`config.mk`:
```
export PLATFORM = sky130hd
export DESIGN_NAME = guest_region_translation_table_unit_flat
export DESIGN_NICKNAME = d
export VERILOG_FILES = /design/src/grtt_pkg.sv /design/src/grtt_req_if.sv /design/src/grtt_rsp_if.sv /design/src/guest_region_translation_table_unit.sv /design/src/grtt_ram.sv /design/src/grtt_ctrl.sv /design/src/grtt_dpath.sv /design/src/flat_wrapper.sv
export SDC_FILE = /design/constraint.sdc
export NUM_CORES = 2
export LEC_CHECK = 0
export BUFFER_PORTS_ARGS = -buffer_cell sky130_fd_sc_hd__buf_2
export CORE_MARGIN = 2
export CORE_UTILIZATION = 40
export CTS_CLUSTER_SIZE = 28
export DETAILED_ROUTE_END_ITERATION = 10
export GPL_TIMING_DRIVEN = 0
export PLACE_DENSITY = 0.65
export SKIP_CTS_REPAIR_TIMING = 1
export SLEW_MARGIN = 25
export SYNTH_ARGS = -nofsm -noshare
export SYNTH_HDL_FRONTEND = slang
export SYNTH_SLANG_ARGS = --single-unit
export TNS_END_PERCENT = 5
```
`constraint.sdc`:
```
create_clock -name clk_i -period 26.7 [get_ports clk_i]
set_input_delay 1.335 -clock clk_i [delete_from_list [all_inputs] [get_ports clk_i]]
set_output_delay 1.335 -clock clk_i [all_outputs]
set_load 0.005 [all_outputs]
```
`src/grtt_pkg.sv`:
```
package grtt_pkg;

  // Operation codes carried in the request opcode field.
  typedef enum logic [1:0] {
    OP_ADD   = 2'd0,
    OP_XLATE = 2'd1,
    OP_CLEAR = 2'd2,
    OP_NONE  = 2'd3
  } op_e;

  // Response status codes.
  typedef enum logic [2:0] {
    ST_OK      = 3'd0,
    ST_BAD     = 3'd1,
    ST_OVERLAP = 3'd2,
    ST_FULL    = 3'd3,
    ST_MISS    = 3'd4
  } status_e;

  // Controller states.
  typedef enum logic [1:0] {
    S_IDLE  = 2'd0,
    S_SCAN  = 2'd1,
    S_FLUSH = 2'd2,
    S_RESP  = 2'd3
  } state_e;

  localparam int AddrW    = 64;
  localparam int LimitW   = 5;
  localparam int SlotOutW = 4;
  localparam logic [LimitW-1:0] LimitReset = 5'd16;

  // Commands from the controller to the datapath.
  typedef struct packed {
    logic load;     // latch the request and start a new item
    logic clear;    // free every slot
    logic rd_en;    // read the next slot of the scan
    logic respond;  // build the response and commit an add
  } dp_cmd_t;

  // Status from the datapath to the controller.
  typedef struct packed {
    logic last_rd;  // the current read is the last slot
    logic out_free; // the output register can take a response
  } dp_sts_t;

endpackage

```
`src/grtt_req_if.sv`:
```
interface grtt_req_if;
  logic                           valid;
  logic                           ready;
  logic [1:0]                     opcode;
  logic [grtt_pkg::AddrW-1:0]     guest_addr;
  logic [grtt_pkg::AddrW-1:0]     region_size;
  logic [grtt_pkg::AddrW-1:0]     host_base;

  modport source (output valid, opcode, guest_addr, region_size, host_base, input ready);
  modport sink (input valid, opcode, guest_addr, region_size, host_base, output ready);
endinterface

```
`src/grtt_rsp_if.sv`:
```
interface grtt_rsp_if;
  logic                              valid;
  logic                              ready;
  logic [2:0]                        status;
  logic [grtt_pkg::AddrW-1:0]        host_addr;
  logic [grtt_pkg::SlotOutW-1:0]     slot_index;

  modport source (output valid, status, host_addr, slot_index, input ready);
  modport sink (input valid, status, host_addr, slot_index, output ready);
endinterface

```
`src/guest_region_translation_table_unit.sv`:
```
// Add and translate scan every slot in turn, then pass through a flush state
// for the last RAM read and answer from the response state; clear and the
// unused opcode go straight to the response state.
// Only one request is handled at a time, and an answer waits while the output
// register is full; the one-read-port region RAM is scanned a slot per cycle.
// Reset: all slots free, slot limit 16; no clearing pass is needed.
module guest_region_translation_table_unit #(
  parameter int Slots = 16
) (
  input  logic                          clk_i,
  input  logic                          rst_ni,
  grtt_req_if.sink                      req_i,
  grtt_rsp_if.source                    rsp_o,
  input  logic                          cfg_we_i,
  input  logic [grtt_pkg::LimitW-1:0]   cfg_wdata_i
);

  grtt_pkg::dp_cmd_t cmd;
  grtt_pkg::dp_sts_t sts;

  // Sequencer.
  grtt_ctrl u_ctrl (
    .clk_i        (clk_i),
    .rst_ni       (rst_ni),
    .req_valid_i  (req_i.valid),
    .req_opcode_i (req_i.opcode),
    .req_ready_o  (req_i.ready),
    .sts_i        (sts),
    .cmd_o        (cmd)
  );

  // Region table, scan checks and response register.
  grtt_dpath #(
    .Slots (Slots)
  ) u_dpath (
    .clk_i            (clk_i),
    .rst_ni           (rst_ni),
    .cmd_i            (cmd),
    .sts_o            (sts),
    .opcode_i         (req_i.opcode),
    .guest_addr_i     (req_i.guest_addr),
    .region_size_i    (req_i.region_size),
    .host_base_i      (req_i.host_base),
    .cfg_we_i         (cfg_we_i),
    .cfg_wdata_i      (cfg_wdata_i),
    .rsp_valid_o      (rsp_o.valid),
    .rsp_ready_i      (rsp_o.ready),
    .rsp_status_o     (rsp_o.status),
    .rsp_host_addr_o  (rsp_o.host_addr),
    .rsp_slot_index_o (rsp_o.slot_index)
  );

endmodule

```
`src/grtt_ram.sv`:
```
module grtt_ram #(
  parameter int Width = 8,
  parameter int Depth = 16
) (
  input  logic                                  clk_i,
  input  logic                                  we_i,
  input  logic [(Depth > 1 ? $clog2(Depth) : 1)-1:0] waddr_i,
  input  logic [Width-1:0]                      wdata_i,
  input  logic [(Depth > 1 ? $clog2(Depth) : 1)-1:0] raddr_i,
  output logic [Width-1:0]                      rdata_o
);

  logic [Width-1:0] mem_q [Depth];
  logic [Width-1:0] rdata_q;

  // One write port and one registered read port.
  always_ff @(posedge clk_i) begin
    if (we_i) begin
      mem_q[waddr_i] <= wdata_i;
    end
    rdata_q <= mem_q[raddr_i];
  end

  assign rdata_o = rdata_q;

endmodule

```
`src/grtt_ctrl.sv`:
```
module grtt_ctrl (
  input  logic              clk_i,
  input  logic              rst_ni,
  input  logic              req_valid_i,
  input  logic [1:0]        req_opcode_i,
  output logic              req_ready_o,
  input  grtt_pkg::dp_sts_t sts_i,
  output grtt_pkg::dp_cmd_t cmd_o
);

  grtt_pkg::state_e state_q, state_d;
  grtt_pkg::op_e    op;
  logic             accept;
  logic             is_scan_op;

  assign op         = grtt_pkg::op_e'(req_opcode_i);
  assign accept     = (state_q == grtt_pkg::S_IDLE) && req_valid_i;
  assign is_scan_op = (op == grtt_pkg::OP_ADD) || (op == grtt_pkg::OP_XLATE);

  // State register.
  always_ff @(posedge clk_i or negedge rst_ni) begin
    if (!rst_ni) begin
      state_q <= grtt_pkg::S_IDLE;
    end else begin
      state_q <= state_d;
    end
  end

  // Next state: adds and translates scan every slot, the rest go straight to the response state.
  always_comb begin
    state_d = state_q;
    case (state_q)
      grtt_pkg::S_IDLE: begin
        if (accept) begin
          state_d = is_scan_op ? grtt_pkg::S_SCAN : grtt_pkg::S_RESP;
        end
      end
      grtt_pkg::S_SCAN: begin
        if (sts_i.last_rd) begin
          state_d = grtt_pkg::S_FLUSH;
        end
      end
      grtt_pkg::S_FLUSH: begin
        state_d = grtt_pkg::S_RESP;
      end
      grtt_pkg::S_RESP: begin
        if (sts_i.out_free) begin
          state_d = grtt_pkg::S_IDLE;
        end
      end
      default: begin
        state_d = grtt_pkg::S_IDLE;
      end
    endcase
  end

  // Outputs.
  always_comb begin
    req_ready_o   = 1'b0;
    cmd_o         = '0;
    case (state_q)
      grtt_pkg::S_IDLE: begin
        req_ready_o = 1'b1;
        cmd_o.load  = accept;
        cmd_o.clear = accept && (op == grtt_pkg::OP_CLEAR);
      end
      grtt_pkg::S_SCAN: begin
        cmd_o.rd_en = 1'b1;
      end
      grtt_pkg::S_FLUSH: begin
        cmd_o = '0;
      end
      grtt_pkg::S_RESP: begin
        cmd_o.respond = sts_i.out_free;
      end
      default: begin
        cmd_o = '0;
      end
    endcase
  end

endmodule

```
`src/grtt_dpath.sv`:
```
module grtt_dpath #(
  parameter int Slots = 16
) (
  input  logic                                clk_i,
  input  logic                                rst_ni,
  input  grtt_pkg::dp_cmd_t                   cmd_i,
  output grtt_pkg::dp_sts_t                   sts_o,
  input  logic [1:0]                          opcode_i,
  input  logic [grtt_pkg::AddrW-1:0]          guest_addr_i,
  input  logic [grtt_pkg::AddrW-1:0]          region_size_i,
  input  logic [grtt_pkg::AddrW-1:0]          host_base_i,
  input  logic                                cfg_we_i,
  input  logic [grtt_pkg::LimitW-1:0]         cfg_wdata_i,
  output logic                                rsp_valid_o,
  input  logic                                rsp_ready_i,
  output logic [2:0]                          rsp_status_o,
  output logic [grtt_pkg::AddrW-1:0]          rsp_host_addr_o,
  output logic [grtt_pkg::SlotOutW-1:0]       rsp_slot_index_o
);

  localparam int IdxW  = (Slots > 1) ? $clog2(Slots) : 1;
  localparam int CmpW  = (IdxW + 1 > grtt_pkg::LimitW) ? IdxW + 1 : grtt_pkg::LimitW;
  localparam int AW    = grtt_pkg::AddrW;
  localparam int EntW  = 3 * AW;
  localparam logic [IdxW-1:0] LastIdx = IdxW'(Slots - 1);

  // Request registers.
  grtt_pkg::op_e          op_q;
  logic [AW-1:0]          addr_q, size_q, hbase_q, end_q;
  logic                   bad_q;
  logic [AW:0]            end_sum;

  // Slot state.
  logic [grtt_pkg::LimitW-1:0] limit_q;
  logic [Slots-1:0]       used_q;

  // Scan pipeline.
  logic [IdxW-1:0]        idx_q, rd_idx_q;
  logic                   rd_vld_q, rd_used_q;
  logic [EntW-1:0]        rd_data;
  logic [AW-1:0]          ent_start, ent_len, ent_host;
  logic [AW:0]            diff;
  logic [AW-1:0]          ent_end;
  logic                   eval, hit, ovl, free_cand;

  // Scan results.
  logic                   hit_q, ovl_q, free_q;
  logic [IdxW-1:0]        match_idx_q, free_idx_q;
  logic [AW-1:0]          diff_q, mhost_q;

  // Output register.
  logic                   rsp_vld_q;
  grtt_pkg::status_e      status_q;
  logic [AW-1:0]          host_q;
  logic [IdxW-1:0]        slot_q;
  logic [IdxW+grtt_pkg::SlotOutW-1:0] slot_ext;

  logic                   add_ok, wr_en;
  grtt_pkg::status_e      status_d;

  assign end_sum = {1'b0, guest_addr_i} + {1'b0, region_size_i};

  // Latch the request; a zero size or a range past the top is rejected.
  always_ff @(posedge clk_i) begin
    if (cmd_i.load) begin
      op_q    <= grtt_pkg::op_e'(opcode_i);
      addr_q  <= guest_addr_i;
      size_q  <= region_size_i;
      hbase_q <= host_base_i;
      end_q   <= end_sum[AW-1:0];
      bad_q   <= (region_size_i == '0) || end_sum[AW];
    end
  end

  // Slot limit register.
  always_ff @(posedge clk_i or negedge rst_ni) begin
    if (!rst_ni) begin
      limit_q <= grtt_pkg::LimitReset;
    end else if (cfg_we_i) begin
      limit_q <= cfg_wdata_i;
    end
  end

  // Region table: start, length and host base of each slot.
  grtt_ram #(
    .Width (EntW),
    .Depth (Slots)
  ) u_ram (
    .clk_i   (clk_i),
    .we_i    (wr_en),
    .waddr_i (free_idx_q),
    .wdata_i ({addr_q, size_q, hbase_q}),
    .raddr_i (idx_q),
    .rdata_o (rd_data)
  );

  assign {ent_start, ent_len, ent_host} = rd_data;

  // Scan counter and read pipeline; the used bit is registered with the read.
  always_ff @(posedge clk_i or negedge rst_ni) begin
    if (!rst_ni) begin
      idx_q     <= '0;
      rd_vld_q  <= 1'b0;
      rd_used_q <= 1'b0;
      rd_idx_q  <= '0;
    end else begin
      rd_vld_q <= cmd_i.rd_en;
      if (cmd_i.load) begin
        idx_q <= '0;
      end else if (cmd_i.rd_en) begin
        idx_q     <= idx_q + 1'b1;
        rd_used_q <= used_q[idx_q];
        rd_idx_q  <= idx_q;
      end
    end
  end

  assign sts_o.last_rd  = cmd_i.rd_en && (idx_q == LastIdx);
  assign sts_o.out_free = !rsp_vld_q || rsp_ready_i;

  // Per-slot checks: containment for translate, overlap and free slot for add.
  assign eval      = rd_vld_q && rd_used_q;
  assign diff      = {1'b0, addr_q} - {1'b0, ent_start};
  assign hit       = eval && !diff[AW] && (diff[AW-1:0] < ent_len);
  assign ent_end   = ent_start + ent_len;
  assign ovl       = eval && (end_q > ent_start) && (ent_end > addr_q);
  assign free_cand = rd_vld_q && !rd_used_q && (CmpW'(rd_idx_q) < CmpW'(limit_q));

  // Keep the lowest matching slot and the lowest free slot.
  always_ff @(posedge clk_i or negedge rst_ni) begin
    if (!rst_ni) begin
      hit_q       <= 1'b0;
      ovl_q       <= 1'b0;
      free_q      <= 1'b0;
      match_idx_q <= '0;
      free_idx_q  <= '0;
    end else if (cmd_i.load) begin
      hit_q  <= 1'b0;
      ovl_q  <= 1'b0;
      free_q <= 1'b0;
    end else begin
      if (hit && !hit_q) begin
        hit_q       <= 1'b1;
        match_idx_q <= rd_idx_q;
      end
      if (ovl) begin
        ovl_q <= 1'b1;
      end
      if (free_cand && !free_q) begin
        free_q     <= 1'b1;
        free_idx_q <= rd_idx_q;
      end
    end
  end

  // Offset and host base of the matched slot.
  always_ff @(posedge clk_i) begin
    if (hit && !hit_q) begin
      diff_q  <= diff[AW-1:0];
      mhost_q <= ent_host;
    end
  end

  assign add_ok = !bad_q && !ovl_q && free_q;
  assign wr_en  = cmd_i.respond && (op_q == grtt_pkg::OP_ADD) && add_ok;

  // Used bits: cleared all at once, set when an add commits.
  always_ff @(posedge clk_i or negedge rst_ni) begin
    if (!rst_ni) begin
      used_q <= '0;
    end else if (cmd_i.clear) begin
      used_q <= '0;
    end else if (wr_en) begin
      used_q[free_idx_q] <= 1'b1;
    end
  end

  // Response status.
  always_comb begin
    status_d = grtt_pkg::ST_OK;
    case (op_q)
      grtt_pkg::OP_ADD: begin
        if (bad_q) begin
          status_d = grtt_pkg::ST_BAD;
        end else if (ovl_q) begin
          status_d = grtt_pkg::ST_OVERLAP;
        end else if (!free_q) begin
          status_d = grtt_pkg::ST_FULL;
        end
      end
      grtt_pkg::OP_XLATE: begin
        if (!hit_q) begin
          status_d = grtt_pkg::ST_MISS;
        end
      end
      default: begin
        status_d = grtt_pkg::ST_OK;
      end
    endcase
  end

  // Output register; the valid flag drops after the transfer.
  always_ff @(posedge clk_i or negedge rst_ni) begin
    if (!rst_ni) begin
      rsp_vld_q <= 1'b0;
    end else if (cmd_i.respond) begin
      rsp_vld_q <= 1'b1;
    end else if (rsp_ready_i) begin
      rsp_vld_q <= 1'b0;
    end
  end

  always_ff @(posedge clk_i) begin
    if (cmd_i.respond) begin
      status_q <= status_d;
      host_q   <= '0;
      slot_q   <= '0;
      if ((op_q == grtt_pkg::OP_XLATE) && hit_q) begin
        host_q <= diff_q + mhost_q;
        slot_q <= match_idx_q;
      end else if (wr_en) begin
        slot_q <= free_idx_q;
      end
    end
  end

  assign slot_ext         = {{grtt_pkg::SlotOutW{1'b0}}, slot_q};
  assign rsp_valid_o      = rsp_vld_q;
  assign rsp_status_o     = status_q;
  assign rsp_host_addr_o  = host_q;
  assign rsp_slot_index_o = slot_ext[grtt_pkg::SlotOutW-1:0];

endmodule

```
`src/flat_wrapper.sv`:
```
// flat-port wrapper written by rule: the top's interface ports become plain ports
module guest_region_translation_table_unit_flat 
#(
  parameter int Slots = 16
)
  (clk_i, rst_ni, cfg_we_i, cfg_wdata_i, req_i_valid, req_i_opcode, req_i_guest_addr, req_i_region_size, req_i_host_base, req_i_ready, rsp_o_valid, rsp_o_status, rsp_o_host_addr, rsp_o_slot_index, rsp_o_ready);
  grtt_req_if req_i_i ();
  grtt_rsp_if rsp_o_i ();
  input  logic clk_i;
  input  logic rst_ni;
  input  logic cfg_we_i;
  input  logic [grtt_pkg::LimitW-1:0] cfg_wdata_i;
  input wire logic [$bits(req_i_i.valid)-1:0] req_i_valid;
  input wire logic [$bits(req_i_i.opcode)-1:0] req_i_opcode;
  input wire logic [$bits(req_i_i.guest_addr)-1:0] req_i_guest_addr;
  input wire logic [$bits(req_i_i.region_size)-1:0] req_i_region_size;
  input wire logic [$bits(req_i_i.host_base)-1:0] req_i_host_base;
  output wire logic [$bits(req_i_i.ready)-1:0] req_i_ready;
  output wire logic [$bits(rsp_o_i.valid)-1:0] rsp_o_valid;
  output wire logic [$bits(rsp_o_i.status)-1:0] rsp_o_status;
  output wire logic [$bits(rsp_o_i.host_addr)-1:0] rsp_o_host_addr;
  output wire logic [$bits(rsp_o_i.slot_index)-1:0] rsp_o_slot_index;
  input wire logic [$bits(rsp_o_i.ready)-1:0] rsp_o_ready;
  assign req_i_i.valid = req_i_valid;
  assign req_i_i.opcode = req_i_opcode;
  assign req_i_i.guest_addr = req_i_guest_addr;
  assign req_i_i.region_size = req_i_region_size;
  assign req_i_i.host_base = req_i_host_base;
  assign req_i_ready = req_i_i.ready;
  assign rsp_o_valid = rsp_o_i.valid;
  assign rsp_o_status = rsp_o_i.status;
  assign rsp_o_host_addr = rsp_o_i.host_addr;
  assign rsp_o_slot_index = rsp_o_i.slot_index;
  assign rsp_o_i.ready = rsp_o_ready;
  guest_region_translation_table_unit #(.Slots(Slots)) u_core (.clk_i(clk_i), .rst_ni(rst_ni), .req_i(req_i_i), .rsp_o(rsp_o_i), .cfg_we_i(cfg_we_i), .cfg_wdata_i(cfg_wdata_i));
endmodule
```
==> reports/qor.json <==
{
  "design.final.nets": 9692,
  "status": "finished clean",
  "grt_max_degree": 72,
  "placedCellCount": 13710,
  "cap_viol_max_count": 0,
  "design.portCount": 277,
  "dominantRegCellSynth": "sky130_fd_sc_hd__edfxtp_1",
  "routed_wl_um": 463900,
  "grt_first_pass_wirelength_um": 643900,
  "p_switching_mw": 6.431,
  "post_synth.cell_area_avg_um2": 19.31,
  "setup_total_negative_slack_ps": 0,
  "placeableCoreArea_um2": 384800,
  "worstHoldPathType": "primary input to async pin",
  "global_route.usage.total_pct": 23.41,
  "chipHeight_um": 625.2,
  "area.growth.synth_to_final_pct": 17.73,
  "timing.final.crit_period_ps": 9420,
  "post-synth-top-area-fraction_pct": 68.68,
  "route.vias.total": 83940,
  "max-slew-margin-rel_pct": 24.31,
  "dp_worst_setup_slack_ps": 17390,
  "ys_types": 87,
  "drcViolationCount": 0,
  "vdd_ir_drop_max_mv": 0.06184,
  "number_of_global_route_vias_before_repair": 83620,
  "tcrit_tclk_final_pct": 35.28,
  "placement.io_buffers": 275,
  "die_width_um": 625.2,
  "number_of_antenna_violations_at_the_first_check_in_global_routing": 62,
  "finalSetupViolCount": 0,
  "layout-drive-gt1-share_pct": 25.47,
  "asyncSetResetFlopFracSynth_pct": 1.195,
  "power.sequential.fraction_pct": 39.4,
  "drt-pass1-iter-count": 7,
  "die_area_um2": 390800,
  "clock_power_share_pct": 28.0,
  "power.internal_mw": 12.63,
  "worst_r2r_endpoint": "u_core.u_dpath.mhost_q[58]",
  "fraction_of_the_yosys_area_taken_by_sequential_cells_pct": 71.90,
  "grt_setup_unrepaired": "false",
  "cts.htree.levels": 5,
  "synth_edf_count": 3530,
  "seq_cells_post_synth": 3767,
  "final_max_slew_viol_count": 0,
  "setup.worst_path.class": "register to register",
  "cp_common_cell": "sky130_fd_sc_hd__buf_4",
  "clock_tree_from_tritoncts": "yes",
  "place_hpwl_um": 336800,
  "syn_inst": 7993,
  "synthTopCellsByCount": "3530 x sky130_fd_sc_hd__edfxtp_1, 965 x sky130_fd_sc_hd__mux4_2, 453 x sky130_fd_sc_hd__ha_1, 341 x sky130_fd_sc_hd__a21oi_1, 267 x sky130_fd_sc_hd__inv_1",
  "worstRegToRegCells": 28,
  "synth.top_cells.by_area": "sky130_fd_sc_hd__edfxtp_1 69%, sky130_fd_sc_hd__mux4_2 14%, sky130_fd_sc_hd__ha_1 3.7%",
  "worst_case_clock_skew_ps": 57.19,
  "route.detailed.vias_per_inst": 5.808,
  "critPathRequiredTime_ps": 27360,
  "cts.sinks": 3767,
  "post_synth_instance_area_um2": 154300,
  "worst_ep_arrival_time_ps": 10080,
  "reg_clk_slew_reported_paths_ps": 60,
  "hold_viol_final": 0,
  "tightest_slew_ps": 1135,
  "routedWlPerCell_um": 32.10,
  "drt_first_iter_violations": 10790,
  "power.switching_fraction_pct": 33.74,
  "numCtsBuffers": 375,
  "globalplace.congestion": 0.9538,
  "placedInstanceArea_um2": 169100,
  "start_util_pct": 40.11,
  "slowest_stage": "sky130_fd_sc_hd__a31oi_1",
  "clock_tree.buffer_depth": 4,
  "reg2reg_slack_ps": 17280,
  "path_max_fanout": 18,
  "synth.net_count": 8654,
  "yosys.cell_count.top_type": "sky130_fd_sc_hd__edfxtp_1",
  "stdcell_area_um2": 181700,
  "powerDensity_nw_per_um2": 104.9,
  "post_route_ant_nets": 0,
  "crit_path_end_kind": "register",
  "clock.fmax_mhz": 106.2,
  "postLayoutSetupSlackWorst_ps": 17280,
  "critical_path.max_stage_delay_ps": 750,
  "synth_top_cell_by_area": "sky130_fd_sc_hd__edfxtp_1",
  "r2r-start": "u_core.u_dpath.addr_q[0]",
  "worst_setup_path_start_kind": "register",
  "placement_rows": 228,
  "finish.cell_count_without_fillers": 14450,
  "cts-root-buf": "sky130_fd_sc_hd__clkbuf_16",
  "grt-ovfl-total": 0,
  "clkLatencyLatePin_ps": 980,
  "combPwrFrac_pct": 32.6,
  "yosys_warnings": 0,
  "static_leakage_nw": 61.23
}
layout make-up:
type	count	area [µm²]
antenna	40	100.1
inverter	269	1015
timing repair buffer	661	7963
multi-input combinational	3635	41470
buffer	322	1354
tap	5060	6331
sequential	3767	111000
clock buffer	498	10280
clock inverter	199	2216
fill	31340	203100
cell families after synthesis:
logic type,count (synthesis),synth area share (%)
AO/OA/AOI/OAI,1100,4.634
flip-flops,3767,71.90
adder cells (fa/ha/maj),457,3.724
XOR/XNOR,224,1.271
buffers and inverters,591,1.443
multiplexers,986,14.23
AND/OR/NAND/NOR,868,2.796
worst max-delay path: cells and delay by family, from the launching register on:
kind | cells | cell delay [ps]
compound gates | 14 | 4290
xor+xnor | 1 | 720
fa+ha+maj | 3 | 990
buf+inv | 8 | 1580
flops | 1 | 640
simple gates | 2 | 870
power by group through the flow:
stage	sequential [mW]	combinational [mW]	clock (mW)
after floorplan	7.33	3.98	0
after global placement	7.67	5.97	0
after detailed placement	7.61	6.18	0
after CTS	7.49	6.23	5.40
after global routing	7.53	6.64	5.63
final	7.51	6.22	5.34
per-stage QoR:
step | util (%) | hold WS [ps] | total power [mW]
4_1_cts | 47.18 | 348.5 | 19.12
2_1_floorplan | - | 385.5 | 11.31
3_3_place_gp | 42.11 | 389.4 | 13.63
3_5_place_dp | 43.93 | 388.7 | 13.79
5_1_grt | 47.20 | 402.0 | 19.80
6_report | 47.21 | 381.3 | 19.06
per-layer routing:
layer	track usage (%)	wire, µm	vias to the layer above
li1	-	-	34950
met1	30.72	180900	44430
met2	38.73	226500	3851
met3	3.479	32950	706
met4	10.50	23580	4
met5	0	26	-
state kept, by name, summed over array words and instances (netlist names), 2 cells and up:
| name | count |
|---|---|
| u_core.u_ctrl.state_q | 2 |
| u_core.u_dpath.addr_q | 64 |
| u_core.u_dpath.diff_q | 64 |
| u_core.u_dpath.end_q | 64 |
| u_core.u_dpath.free_idx_q | 4 |
| u_core.u_dpath.hbase_q | 64 |
| u_core.u_dpath.idx_q | 4 |
| u_core.u_dpath.limit_q | 5 |
| u_core.u_dpath.match_idx_q | 4 |
| u_core.u_dpath.mhost_q | 64 |
| u_core.u_dpath.op_q | 2 |
| u_core.u_dpath.rd_idx_q | 4 |
| u_core.u_dpath.rsp_host_addr_o | 64 |
| u_core.u_dpath.rsp_slot_index_o | 4 |
| u_core.u_dpath.rsp_status_o | 3 |
| u_core.u_dpath.size_q | 64 |
| u_core.u_dpath.u_ram.mem_q | 3072 |
| u_core.u_dpath.u_ram.rdata_o | 192 |
| u_core.u_dpath.used_q | 16 |
worst max-delay path by stage:
stage                             start                                 to  slack (ps)  cells past startpoint
2_1_floorplan               rsp_o_ready   u_core.u_dpath.u_ram.mem_q[0][0]        8550                      6
3_3_place_gp                rsp_o_ready  u_core.u_dpath.u_ram.mem_q[0][79]      -13370                      7
3_5_place_dp   u_core.u_dpath.addr_q[0]         u_core.u_dpath.mhost_q[63]       17390                     28
4_1_cts        u_core.u_dpath.addr_q[0]         u_core.u_dpath.mhost_q[58]       17380                     28
5_1_grt        u_core.u_dpath.addr_q[0]         u_core.u_dpath.mhost_q[58]       17090                     28
6_report       u_core.u_dpath.addr_q[0]         u_core.u_dpath.mhost_q[58]       17280                     28
layout by cell type, fill, tap and decap left out, drive strengths merged, types with 203 or more instances in the layout:
master,n
ha,453
a21o,239
clkbuf,766
mux4,965
inv,288
a21oi,342
nor2,217
buf,715
nand2,203
edfxtp,3530
No activity file was read; power rests on OpenSTA's default activity.
